[src/rtl/assert_macros.svh]
// assertion macros used by the core top level
// no dependencies
`ifndef ASSERT_MACROS_SVH
`define ASSERT_MACROS_SVH

// implication checked on every rising clock edge outside reset
`define ASSERT_IMPL(label, ante, cons) \
	label: assert property (@(posedge clk) disable iff (!arst_n) (ante) |-> (cons)) \
		else $error("assertion failed");

// condition that never holds outside reset
`define ASSERT_NEVER(label, cond) \
	label: assert property (@(posedge clk) disable iff (!arst_n) !(cond)) \
		else $error("assertion failed");

`endif

[src/rtl/cspw_pkg.sv]
// types, constants and the pole coefficient for the conic pole weight core
// no dependencies
package cspw_pkg;

	localparam int COORD_WIDTH      = 32;
	localparam int WEIGHT_FRAC_BITS = 24;
	localparam int FIFO_DEPTH       = 4;
	localparam int PTR_W            = $clog2(FIFO_DEPTH);
	localparam int CNT_W            = $clog2(FIFO_DEPTH + 3);

	localparam logic [31:0] W_SAT = 32'hFFFF_FFFF;
	localparam logic [31:0] W_ONE = 32'(64'd1 << WEIGHT_FRAC_BITS);

	localparam logic REQ_QUAD  = 1'b0;
	localparam logic REQ_QUART = 1'b1;

	// sqrt(27/32) in the weight format, rounded to nearest, elaboration only
	function automatic logic [63:0] pole_coeff_f();
		logic [63:0] n;
		logic [63:0] res;
		logic [63:0] bitv;
		n    = 64'd27 << (2 * WEIGHT_FRAC_BITS - 5);
		res  = '0;
		bitv = 64'd1 << 62;
		for (int i = 0; i < 32; i++) begin
			if (bitv != 0 && bitv <= n || (bitv != 0 && res != 0)) begin
				if (n >= res + bitv) begin
					n   = n - (res + bitv);
					res = (res >> 1) + bitv;
				end else begin
					res = res >> 1;
				end
			end
			bitv = bitv >> 2;
		end
		if (n > res) res = res + 64'd1;
		return res;
	endfunction

	localparam logic [31:0] W_COEFF = 32'(pole_coeff_f());

	typedef logic signed [COORD_WIDTH-1:0] coord_t;

	// one classified section waiting for the back end
	typedef struct packed {
		logic        req_type;
		logic        degen;
		coord_t      p0x, p0y, p1x, p1y, p2x, p2y;
		coord_t      r1x, r1y, r2x, r2y, r3x, r3y;
		logic [31:0] w;
		logic [31:0] c;
	} sect_t;

	// queue status seen by both sides
	typedef struct packed {
		logic             full;
		logic             empty;
		logic [CNT_W-1:0] count;
	} fifo_stat_t;

endpackage

[src/rtl/cspw_back.sv]
// back end: walks one queued section pole by pole into the output register
// depends on cspw_pkg
module cspw_back (
	input  logic                  clk,
	input  logic                  arst_n,
	input  cspw_pkg::sect_t       head,
	input  logic                  empty,
	input  logic [31:0]           base_weight,
	output logic                  pop,
	input  logic                  out_stall,
	output logic                  out_valid,
	output logic [2:0]            pole_index,
	output cspw_pkg::coord_t      pole_x,
	output cspw_pkg::coord_t      pole_y,
	output logic [31:0]           pole_weight,
	output logic [31:0]           weight_coeff,
	output logic                  last_pole,
	output logic                  degenerate
);
	import cspw_pkg::*;

	logic [2:0]  idx_q;
	logic        ov_q;
	logic        load, last;
	coord_t      sx, sy;
	logic [31:0] sw, sc;

	assign load = !ov_q || !out_stall;
	assign last = (head.req_type == REQ_QUART) ? (idx_q == 3'd4) : (idx_q == 3'd2);
	assign pop  = load && !empty && last;

	// pole select
	always_comb begin
		sx = head.p0x; sy = head.p0y; sw = W_ONE; sc = W_ONE;
		if (head.req_type == REQ_QUAD) begin
			unique case (idx_q)
				3'd1: begin sx = head.p1x; sy = head.p1y; sw = base_weight; end
				3'd2: begin sx = head.p2x; sy = head.p2y; end
				default: ;
			endcase
		end else begin
			unique case (idx_q)
				3'd1: begin sx = head.r1x; sy = head.r1y; sw = head.w; sc = head.c; end
				3'd2: begin sx = head.r2x; sy = head.r2y; sw = base_weight; end
				3'd3: begin sx = head.r3x; sy = head.r3y; sw = head.w; sc = head.c; end
				3'd4: begin sx = head.p2x; sy = head.p2y; end
				default: ;
			endcase
		end
	end

	// control
	always_ff @(posedge clk or negedge arst_n) begin
		if (!arst_n) begin
			ov_q  <= 1'b0;
			idx_q <= '0;
		end else if (load) begin
			ov_q <= !empty;
			if (!empty) idx_q <= last ? 3'd0 : idx_q + 3'd1;
		end
	end

	// output register
	always_ff @(posedge clk) begin
		if (load && !empty) begin
			pole_index   <= idx_q;
			pole_x       <= sx;
			pole_y       <= sy;
			pole_weight  <= sw;
			weight_coeff <= sc;
			last_pole    <= last;
			degenerate   <= (head.req_type == REQ_QUART) && head.degen;
		end
	end

	assign out_valid = ov_q;

endmodule

[config.mk]
export PLATFORM = sky130hd
export DESIGN_NAME = cspw_back
export DESIGN_NICKNAME = d
export VERILOG_FILES = /design/src/rtl/assert_macros.svh /design/src/rtl/cspw_pkg.sv /design/src/rtl/cspw_back.sv
export SDC_FILE = /design/constraint.sdc
export NUM_CORES = 1
export LEC_CHECK = 0
export BUFFER_PORTS_ARGS = -buffer_cell sky130_fd_sc_hd__clkbuf_2
export CORE_AREA = 2 2 240 242
export DETAILED_ROUTE_END_ITERATION = 10
export DIE_AREA = 0 0 242 244
export GPL_TIMING_DRIVEN = 1
export PLACE_DENSITY_LB_ADDON = 0.12
export SLEW_MARGIN = 10
export SYNTH_ARGS = -nofsm -noshare
export SYNTH_HDL_FRONTEND = slang
export SYNTH_SLANG_ARGS = --single-unit
[constraint.sdc]
create_clock -name clk -period 5 [get_ports clk]
set_clock_uncertainty 0.05 [all_clocks]
set_input_delay 0.25 -clock clk [delete_from_list [all_inputs] [get_ports clk]]
set_output_delay 0.25 -clock clk [all_outputs]
set_load 0.1 [all_outputs]
**After elaboration in Yosys (flattened, before gate mapping)**

Cells that the tools add are included.

- Muxes and demuxes: 11
- Add/subtract/negate cells: 1
- Equal/unequal tests: 4
- Bitwise gates (word level): 1
- Reduce and logical (&&, ||, !) cells: 10

Operator list:

| operator | count |
|---|---|
| 32-bit one-hot mux with 4 select lines | 2 |
| 32-bit one-hot mux with 2 select lines | 3 |
| 32-bit two-way mux | 4 |
| 3-bit by 2-bit equality test with 1-bit output (second input constant) | 2 |
| 2-bit AND reduction | 2 |
| 3-bit by 1-bit adder with 3-bit output (second input constant) | 1 |
| 3-bit by 1-bit equality test with 1-bit output (second input constant) | 1 |
| 3-bit equality test (second input constant) | 1 |
| 1-bit logical AND | 3 |
| 1-bit zero test | 3 |
| 3-bit two-way mux | 1 |
| 2-bit OR reduction | 1 |
| 1-bit logical OR | 1 |
| 1-bit two-way mux | 1 |
| 1-bit inverter | 1 |

- Output and inout port bits: 135
- Bits in registers: 137
- Bits of input ports: 486

**Logic depth before layout (Yosys ltp)**

Gate-level depths: netlist of the first run.

- Word-level depth: 4
- Depth in mapped cells: 10
- Gate-level depth less buffers: 6

**Worst setup path before layout of the first run**

No wires, ideal clock.

- Path kind: reg-to-output
- Start point: register ov_q, in the netlist out_valid
- End point: output pop
- Path buffers: 0
- Stages on the path, launching flop included: 5
- Path slack: 0.014 ns
- Data arrival time: 4.686 ns
- Cells stage by stage: dfrtp_1 -> nand2_1 -> nand2b_1 -> inv_1 -> and2_1

- Word-level cells in the longest chain between the ends: 4

RTL lines:

| item | RTL line | source |
|---|---|---|
| from (decl) | cspw_back.sv:23 | `logic ov_q;` |
| from (signal assigned) | cspw_back.sv:58 | `ov_q <= !empty;` |
| 1-bit zero test | cspw_back.sv:28 | `assign load = !ov_q \|\| !out_stall;` |
| 1-bit logical OR | cspw_back.sv:28 |  |
| 1-bit logical AND (2 in series) | cspw_back.sv:30 | `assign pop = load && !empty && last;` |
| to (decl) | cspw_back.sv:9 | `output logic pop,` |

No other way between the ends.

**Worst setup path in the final report of the first run**

- Start point: register idx_q[2]
- End point: output pop

- Word-level cells in the longest chain between the ends: 3
- Elaborated cells between the ends (all ways): 4
- Classes of those cells: 2 x eq/ne; 1 x mux; 1 x reduce/logical

RTL lines:

| item | RTL line | source |
|---|---|---|
| from (decl) | cspw_back.sv:22 | `logic [2:0] idx_q;` |
| from (signal assigned) | cspw_back.sv:59 | `if (!empty) idx_q <= last ? 3'd0 : idx_q + 3'd1;` |
| 3-bit by 2-bit equality test with 1-bit output / 3-bit equality test (equally long branches) | cspw_back.sv:29 | `assign last = (head.req_type == REQ_QUART) ? (idx_q == 3'd4) : (idx_q == 3'd2);` |
| 1-bit two-way mux (*) | cspw_back.sv:29 |  |
| named net last | cspw_back.sv:24 | `logic load, last;` |
| 1-bit logical AND (*) | cspw_back.sv:30 |  |

The timed path passes the listed nets; every way through them passes the cells marked *.

==> impl_results.md, run 1 <==
- Run status: finished, final reports clean
- Synthesized area per cell: between 10 and 15 um2
- Dominant synthesized flop cell: edfxtp_1
- Post-synthesis cell type count: 29
- Post-Synthesis Cell Area: 8361 um2
- Cell Chain, Critical Path: buf_4 -> nand3_1 -> o21ai_1 -> and2_1 -> clkbuf_2
- Sequential area share after synthesis: between 40% and 50%
- CP Capture Type: output port
- Clock transition at the registers of the reported paths: ~80 ps
- Die height: about 240 um
- Synthesized instance count: roughly 780
- DRC: 0
- Yosys reg bits: roughly 140
- Clock sink count: between 100 and 150
- Final WL: 45580 um
- Top-level I/O count: 621
- Worst skew pair latency: about 470 ps
- Crit-path max FO: 83
- GP Congestion: 0.8398
- Core Region: 56170 um2
- First-pass GRT wire length: ~66000 um
- Top-area cell type share of the netlist area: between 40 and 50%
- Area contributors post-synth: edfxtp_1 48%, a22oi_1 11%, a22o_1 10%, o2111ai_1 6.6%, nand2_1 5.8%
- Top cell type by total area after synthesis: edfxtp_1
- Final core occ: between 20% and 30%
- CP required: about 4700 ps
- RSZ-0062 raised after global routing: no
- # H-tree levels: 4
- Critical path type: flip-flop to output port
- DR iter-0 viols: about 390
- Lkg Pwr: around 6.1 nW
- Root Buffer Master: clkbuf_16
- Fill cell count: 6186
- Post-DP HPWL: between 30000 and 40000 um
- Worst path slowest cell: dfrtp_4
- Avg Vias per Cell: ~4.3
- Initial antenna violation count: 4
- Final setup viols: 0
- Final net count: between 1.5k and 2k
- Pwr per Cell Area: 494.3 nW/um2
- Max incr delay on CP: between 800 and 900 ps
- Highest Signal Layer: met5
- Count of input and output buffers: between 600 and 700
- CP bufs+invs: 2
- Slew Limit Fails: 0
- Syn Nets: around 1.3k
- Final setup TNS: 0 ps
- Die width: 242 um
- Asr flop ratio synth: ~2.9%
- Layout area overhead: 69.41%
- CTS tree: done
- Max VDD drop: around 270 uV
- Finished Cell Area: around 14000 um2
- Die area: between 50000 and 60000 um2
- Post-DRT Antenna Nets: 0
- Final Hold Viols: 0
- Post-DP Area: 12100 um2
- Worst Path Arrival: 3380 ps
- Total track usage: 14.94%
- Largest net degree at the start of global routing: 88
- Vias: roughly 9.7k
- Final std cells w/o fill: 2258
- Grt ovf: 0
- Multi-input gate area: roughly 3800 um2
- DR WL met3: 3205 um
- Num rows: 87
- Worst Hold Class: input port to flip-flop
- Placed Cells: 2074
- Number of diodes: 0
- WL/cell: ~20 um
- Crit path max-delay family: buffers and inverters
- Synth warn: 0
- EDFF count, synth: ~130
- Number of global-route vias before repair: approximately 10k
- Min Tclk post-route: around 3700 ps
- Slew @ Worst Pin: a little under 1000 ps
- CTS max path bufs: 2
- Register Area: between 4000 and 5000 um2
- Routed length on met2: around 23000 um
- CP startpoint kind: flip-flop
- Max Fclk: ~270 MHz
- Layout cell share with drive strength beyond 1: around 45%
- Rel. slew slack: 34.91%
- Starting Density: 14.88%
- WL met1: roughly 18000 um
- Drt first pass iters: 6
- Final period util: between 70% and 80%
- Max Cap Violations: 0
- Total CTS buffers: 17
[where the power goes]
| part | switching (mW) | leakage [nW] | total [mW] | internal (mW) |
|---|---|---|---|---|
| combinational | 2.86 | 4.50 | 4.02 | 1.16 |
| sequential | 0.141 | 1.33 | 1.73 | 1.59 |
| clock | 0.602 | 0.263 | 1.24 | 0.642 |
[logic make-up (layout without fill, tap and decap cells)]
| kind of cell | after synthesis | after routing | synth area share [%] |
|---|---|---|---|
| muxes | 3 | 3 | 0.4789 |
| and+or+nand+nor | 175 | 175 | 9.189 |
| AOI/OAI and AO/OA | 363 | 363 | 34.71 |
| buffers and inverters | 95 | 818 | 5.762 |
| adders and majority gates | 6 | 6 | 0.8979 |
| DFF | 137 | 137 | 48.97 |
[final timing paths]
path                                 startpoint                         to  slack [ps]  cells past startpoint
min in group asynchronous                arst_n       idx_q[0]$_DFFE_PN0N_         110                      2
min                                   head[385]        pole_y[1]$_DFFE_PN_          60                      2
max in group asynchronous                arst_n       idx_q[2]$_DFFE_PN0N_        4630                      2
max reg2reg                idx_q[1]$_DFFE_PN0N_  pole_weight[14]$_DFFE_PN_        1460                      8
max                        idx_q[2]$_DFFE_PN0N_                        pop        1320                      5
min reg2reg                idx_q[1]$_DFFE_PN0N_    pole_index[1]$_DFFE_PN_         530                      0
[Yosys cell counts, drive strengths merged, types with 2 or more instances]
cell type	number
edfxtp	133
nand2	129
a22oi	128
a22o	95
o2111ai	63
o21bai	63
buf	55
clkbuf	35
and2	34
o21ai	7
ha	6
inv	5
dfrtp	4
nand2b	3
nor2	3
a21oi	2
a32oi	2
mux2	2
nand3	2
o21a	2
or3	2
[layer usage]
metal  track usage [%]  vias up
met5                 0        -
met4             5.338        6
met3             4.796       54
met2             25.91      428
met1             17.22     4705
li1                  -     4552
[registers in the layout, summed over array words and instances, names as in the netlist]
signal,flops
out_valid,1
pole_x,32
weight_coeff,32
pole_index,3
pole_weight,32
idx_q,3
last_pole,1
pole_y,32
degenerate,1
[worst reg2reg max path: stages (launching register included)]
cell and delay [ps]:
dfrtp_1 440, inv_1 150, ha_4 580, buf_4 710, mux2i_1 210, nor2_2 110
buf_4 360, a22o_1 220, dlygate4sd3_1 570
[layout by cell type, fill, tap and decap left out, types with 2 or more instances in the layout]
master           n
clkinvlp_4       2
a22oi_1        128
nand2b_1         3
clkbuf_2       619
and2_1          33
o21ai_0          5
ha_1             3
a21oi_1          2
o21ai_1          2
o21bai_1        63
dfrtp_1          3
clkinv_4         3
mux2_4           2
ha_4             3
nand3_1          2
a32oi_1          2
clkinv_1         2
a22o_1          95
nand2_1        129
clkbuf_16       17
nor2_1           2
o2111ai_1       63
inv_1            4
dlygate4sd3_1  152
buf_4            8
clkinv_2         2
or3_1            2
inv_6            5
inv_8            2
buf_12           2
edfxtp_1       133
[what timing repair did]
action / in CTS / in global routing
resized for setup: 0 / 0
buffers inserted: 0 / 0
hold buffers: 152 / 0
endpoints found under the hold margin: 128 / 0
[stage by stage]
| stage | setup WS (ps) | total power, mW | hold slack (ps) |
|---|---|---|---|
| finish | 1322 | 7.001 | 60.83 |
| global route | 992.2 | 7.406 | 15.35 |
| CTS | 1249 | 7.147 | 3.320 |
| detailed placement | 1643 | 5.652 | 25.18 |
| global placement | 1717 | 5.638 | 25.02 |
| floorplan | 13.85 | 4.724 | -95.59 |
[final cells by class]
type / count / area share [%]
well taps: 756 / 6.678
inverters: 5 / 0.1678
repair buffers: 781 / 33.32
flip-flops and latches: 137 / 28.93
clock buffers: 17 / 3.004
clock inverters: 15 / 0.8216
multi-input cells: 547 / 27.08
No activity file was read; power rests on OpenSTA's default activity.
==> inputs of run 2 (changes only) <==
- clock period: 5 -> 3.7 ns (I/O delays scaled with it)
==> impl_results.md, run 2 (synthesis gave the netlist of run 1 again) <==
- Final period util: 79.63%
- First-pass GRT wire length: 64550 um (-1.9%)
- Slew @ Worst Pin: 992.7 ps (+16.36 ps)
- Worst r2r path cells: 7 (-1)
- Final net count: 1995 (+0.71%)
- Fill cell count: 6217 (+0.50%)
- Number of global-route vias before repair: 10.33k (+0.80%)
- R2R setup slack: 750 ps (-710 ps)
- Max VDD drop: 513.2 uV (+89%)
- Gate power share: 57.5% (about the same)
- Rel. slew slack: 33.82% (-1.1 points)
- Core Region: 56170 um2 (unchanged)
- Avg Vias per Cell: 4.275 (-0.95%)
- Layout cell share with drive strength beyond 1: 44.85% (+0.18 points)
- Initial antenna violation count: 2 (-2)
- Final setup viols: 0 (unchanged)
- Max Fclk: 339.4 MHz
- Grt ovf: 0 (unchanged)
- CP Capture Type: flip-flop
- Post-DRT Antenna Nets: 0 (unchanged)
- Min Tclk post-route: just under 3000 ps
- Number of diodes: 0 (unchanged)
- RSZ-0062 raised after global routing: no
- Net Sw Frac: 50.98% (-0.46 points)
- DRC: 0 (unchanged)
- WL/cell: 19.45 um (-3.7%)
- Final WL: 44190 um (-3.1%)
- Min Hold Slack: 53.21 ps (-7.619 ps)
- Total CTS buffers: 17 (unchanged)
- Run status: finished, final reports clean
- Worst Path Arrival: 3240 ps (-140 ps)
- Internal power: 4.722 mW (+39%)
- Final Hold Viols: 0 (unchanged)
- CTS max path bufs: 2 (unchanged)
- Clock transition at the registers of the reported paths: 70 ps (about the same)
- Final core occ: 25.58% (+0.36 points)
- Post-DP HPWL: 32110 um (-3.0%)
- Count of input and output buffers: 620 (unchanged)
- Pwr per Cell Area: 670.4 nW/um2 (+36%)
- Die area: 59050 um2 (unchanged)
- Final setup TNS: 0 ps (unchanged)
- NetSw: 4.911 mW (+36%)
- Num rows: 87 (unchanged)
- Clock Power Share: 19.0% (+1.2 points)
- GP Congestion: 0.8387 (-0.13%)
- Clock sink count: 137 (unchanged)
- Drt first pass iters: 5 (-1)
- Worst Hold Class: input port to flip-flop
- Total track usage: 14.59% (-0.34 points)
- Die width: 242 um (unchanged)
- Die height: 244 um (unchanged)
- Max Cap Violations: 0 (unchanged)
- Slew Limit Fails: 0 (unchanged)
- Most common cell after layout, fill and taps aside: clkbuf_2
- Worst skew pair latency: 470 ps (about the same)
- Layout area overhead: 71.85%
- Post-CTS resize count: 0 (unchanged)
- Vias: 9712 (-0.34%)
- Setup bufs post-CTS: 0 (unchanged)
- # H-tree levels: 4 (unchanged)
- Hold Crit Depth: 2 (unchanged)
- Top-level I/O count: 621 (unchanged)
- CP startpoint kind: flip-flop
- Starting Density: 14.88% (unchanged)
- CTS tree: done
- CP required: 3990 ps (-710 ps)
- Seq pwr share: 23.4% (-1.4 points)
- Critical path type: flip-flop to flip-flop
- Largest net degree at the start of global routing: 78 (-11%)
- Root Buffer Master: clkbuf_16
- DR iter-0 viols: 329 (-15%)
- Lkg Pwr: 6.187 nW (+1.6%)
- Commonest cells after routing, fill and taps aside: 619 x clkbuf_2, 161 x dlygate4sd3_1, 133 x edfxtp_1, 129 x nand2_1, 128 x a22oi_1
- Crit-path max FO: 34 (-59%)
[run 2: critical path, stage by stage (launching register included)]
cell and delay [ps]:
dfrtp_1 440, inv_1 150, ha_4 200, nor2b_1 200, o21a_2 530, buf_4 440
a22o_1 210, dlygate4sd3_1 560
[run 2: timing repair]
| item | in CTS | in global routing |
|---|---|---|
| endpoints found under the hold margin | 132 | 0 |
| hold buffers | 161 | 0 |
| setup endpoints to repair | 0 | 0 |
[run 2: metal layers]
layer | GRT usage [%] | wire (um) | share of wire, %
met4 | 5.356 | 1136 | 2.6
met2 | 25.90 | 22810 | 52
met5 | 0 | 33 | 0.075
met1 | 16.57 | 17190 | 39
met3 | 4.269 | 3017 | 6.8
[run 2: power groups by stage]
stage	Sequential [mW]	Combinational, mW	Clock [mW]
6_report	2.26	5.54	1.83
5_1_grt	2.28	5.94	1.99
3_3_place_gp	2.29	5.32	0
2_1_floorplan	4.08	2.30	0
3_5_place_dp	2.29	5.31	0
4_1_cts	2.26	5.60	1.94
[run 2: cell type report]
cell class	count	area [um2]	share of cell area [%]
Timing Repair Buffer	795	4860	33.82
Sequential cell	137	4101	28.55
Multi-Input combinational cell	547	3836	26.70
Tap cell	756	945.9	6.584
Clock buffer	17	425.4	2.961
Clock inverter	15	176.4	1.228
Inverter	5	22.52	0.1568
[run 2: final timing paths]
path / startpoint / to
min in group asynchronous: arst_n / out_valid$_DFFE_PN0N_
min: head[449] / pole_x[31]$_DFFE_PN_
max reg2reg: idx_q[1]$_DFFE_PN0N_ / pole_weight[7]$_DFFE_PN_
max in group asynchronous: arst_n / idx_q[2]$_DFFE_PN0N_
min reg2reg: idx_q[1]$_DFFE_PN0N_ / pole_index[1]$_DFFE_PN_
max: idx_q[1]$_DFFE_PN0N_ / pole_weight[7]$_DFFE_PN_
[run 2: metrics by stage]
step | std cells | area, um2 | worst slack (ps) | power (mW)
after global routing | 2272 | 14370 | 531.9 | 10.21
after detailed placement | 2079 | 12150 | 1041 | 7.602
final | 2272 | 14370 | 753.8 | 9.633
after CTS | 2272 | 14370 | 711.6 | 9.806
after floorplan | 779 | 8369 | 61.31 | 6.382
after global placement | 2079 | 12150 | 1052 | 7.614
==> inputs of run 3 (changes only) <==
- CORE_AREA: 2 2 240 242 -> 2 2 245 247
- DIE_AREA: 0 0 242 244 -> 0 0 247 249
- clock period: 3.7 -> 2.5 ns (I/O delays scaled with it)
==> impl_results.md, run 3 (synthesis gave the netlist of run 1 again) <==
- Run status: finished, final reports clean
- Final std cells w/o fill: 2333 (+2.7%)
- Clock sink count: 137 (unchanged)
- Root Buffer Master: clkbuf_16
- Worst r2r path cells: 7 (unchanged)
- # H-tree levels: 4 (unchanged)
- Final net count: 2038 (+2.2%)
- Commonest cells after routing, fill and taps aside: 618 x clkbuf_2, 196 x dlygate4sd3_1, 133 x edfxtp_1, 128 x a22oi_1, 128 x nand2_1
- CP endpoint: pop
- Rel. slew slack: 54.80% (+21 points)
- Avg Vias per Cell: 4.266 (-0.21%)
- Num rows: 89 (+2.3%)
- Max Cap Violations: 0 (unchanged)
- Worst skew pair latency: 470 ps (about the same)
- Final WL: 45380 um (+2.7%)
- Final period util: between 90% and 100%
- Die area: 61500 um2 (+4.2%)
- Final setup TNS: 0 ps (unchanged)
- Clock transition at the registers of the reported paths: 70 ps (about the same)
- Max incr delay on CP: 450 ps (-110 ps)
- Die height: 249 um (+2.0%)
- Placed Cells: 2104 (+1.2%)
- Starting Density: 14.25% (-0.64 points)
- Slew @ Worst Pin: 677.9 ps (-314.8 ps)
- Post-DRT Antenna Nets: 0 (unchanged)
- RSZ-0062 raised after global routing: no
- Die width: 247 um (+2.1%)
- Largest net degree at the start of global routing: 79 (+1.3%)
- CP Capture Type: output port
- Most common cell after layout, fill and taps aside: clkbuf_2
- CP required: 2330 ps (-1660 ps)
- Count of input and output buffers: 620 (unchanged)
- CTS tree: done
- Final core occ: 25.46% (-0.12 points)
- Number of global-route vias before repair: 10.35k (+0.21%)
- Min Tclk post-route: about 2300 ps
- Setup bufs post-CTS: 0 (unchanged)
- Drt first pass iters: 5 (unchanged)
- Lkg Pwr: 6.366 nW (+2.9%)
- Grt ovf: 0 (unchanged)
- Top-level I/O count: 621 (unchanged)
- CP startpoint kind: flip-flop
- Core Region: 58690 um2 (+4.5%)
- DRC: 0 (unchanged)
- CP startpoint: idx_q[0]$_DFFE_PN0N_
- DR iter-0 viols: 401 (+22%)
- CTS max path bufs: 2 (unchanged)
- Layout area overhead: 78.73%
- RR Endpoint: pole_x[14]$_DFFE_PN_
- Hold Path Origin: head[68]
- Final Hold Viols: 0 (unchanged)
- Worst Path Arrival: 2090 ps (-1150 ps)
- Final setup viols: 0 (unchanged)
- GP Congestion: 0.8263 (-1.5%)
- Worst path slowest cell: dfrtp_1
- Layout cell share with drive strength beyond 1: 44.32% (-0.53 points)
- Total track usage: 14.26% (-0.33 points)
- Initial antenna violation count: 5 (+3)
- Crit-path max FO: 9 (-74%)
- First-pass GRT wire length: 64920 um (+0.58%)
- Post-DP HPWL: 33660 um (+4.8%)
- Max Fclk: 442.0 MHz
- Pwr per Cell Area: 965.5 nW/um2 (+44%)
- Max VDD drop: 503.9 uV (-1.8%)
- Slew Limit Fails: 0 (unchanged)
- Critical path type: flip-flop to output port
- Cell Chain, Critical Path: inv_1 -> ha_4 -> nand2b_1 -> o21ai_2 -> and2_2 -> buf_12
- WL/cell: 19.45 um (about the same)
- Vias: 9952 (+2.5%)
- Total CTS buffers: 17 (unchanged)
- R2R Path Start: idx_q[0]$_DFFE_PN0N_
- Power Total: 14.43 mW (+50%)
- R2R setup slack: 280 ps (-470 ps)
- Worst Hold Class: input port to flip-flop
-- run 3: cell types whose count changed in the layout (fill, tap and decap cells not counted), moves of 2 or more --
cell | previous run | this run
buf_12 | 3 | 14
buf_4 | 12 | 10
clkinv_2 | 0 | 2
dlygate4sd3_1 | 161 | 196
-- run 3: what timing repair did --
action                                  4_1_cts  5_1_grt
hold buffers                                196        0
endpoints found under the hold margin       133        0
endpoints found under the setup margin        0        1
gates resized for setup                       0        1
-- run 3: per-stage QoR --
step                      instance area [um2]  setup WS [ps]  hold slack (ps)
after floorplan                          8384         -995.0           -220.6
final                                   14940          237.5            46.51
after global placement                  12390          345.1           -103.4
after CTS                               14940          21.16          0.07344
after detailed placement                12390          308.9           -102.3
after global routing                    14940          92.47            30.31
-- run 3: worst min path at each step --
stage	end	slack (ps)	cells after the start
floorplan	idx_q[0]$_DFFE_PN0N_	-220	0
global placement	out_valid$_DFFE_PN0N_	-100	1
detailed placement	out_valid$_DFFE_PN0N_	-100	1
CTS	pole_x[12]$_DFFE_PN_	0.07	4
global route	pole_y[21]$_DFFE_PN_	30	4
finish	pole_y[4]$_DFFE_PN_	50	4
-- run 3: power by group --
group	total, mW	leakage (nW)	internal, mW	switching (mW)
sequential	3.35	1.33	3.19	0.165
clock	2.64	0.288	1.41	1.23
combinational	8.43	4.75	2.48	5.95
-- run 3: per-layer routing --
metal,routed length (um),track usage [%],vias up
met4,1162,5.525,6
li1,-,-,4674
met3,3789,4.320,55
met2,22790,25.44,460
met1,17600,15.67,4757
met5,35,0,-
-- run 3: worst max-delay path: cells and delay by family, from the launching register on --
kind,cells,cell delay (ps)
compound gates,1,240
flops,1,450
buf+inv,2,340
fa+ha+maj,1,250
simple gates,2,330
-- run 3: layout make-up --
cell class,instances,area (um2)
fill,6322,43740
timing repair buffer,838,5410
sequential,137,4101
multi-input combinational,547,3855
tap,773,967.2
clock buffer,17,425.4
clock inverter,15,158.9
inverter,5,22.52
antenna,1,2.502
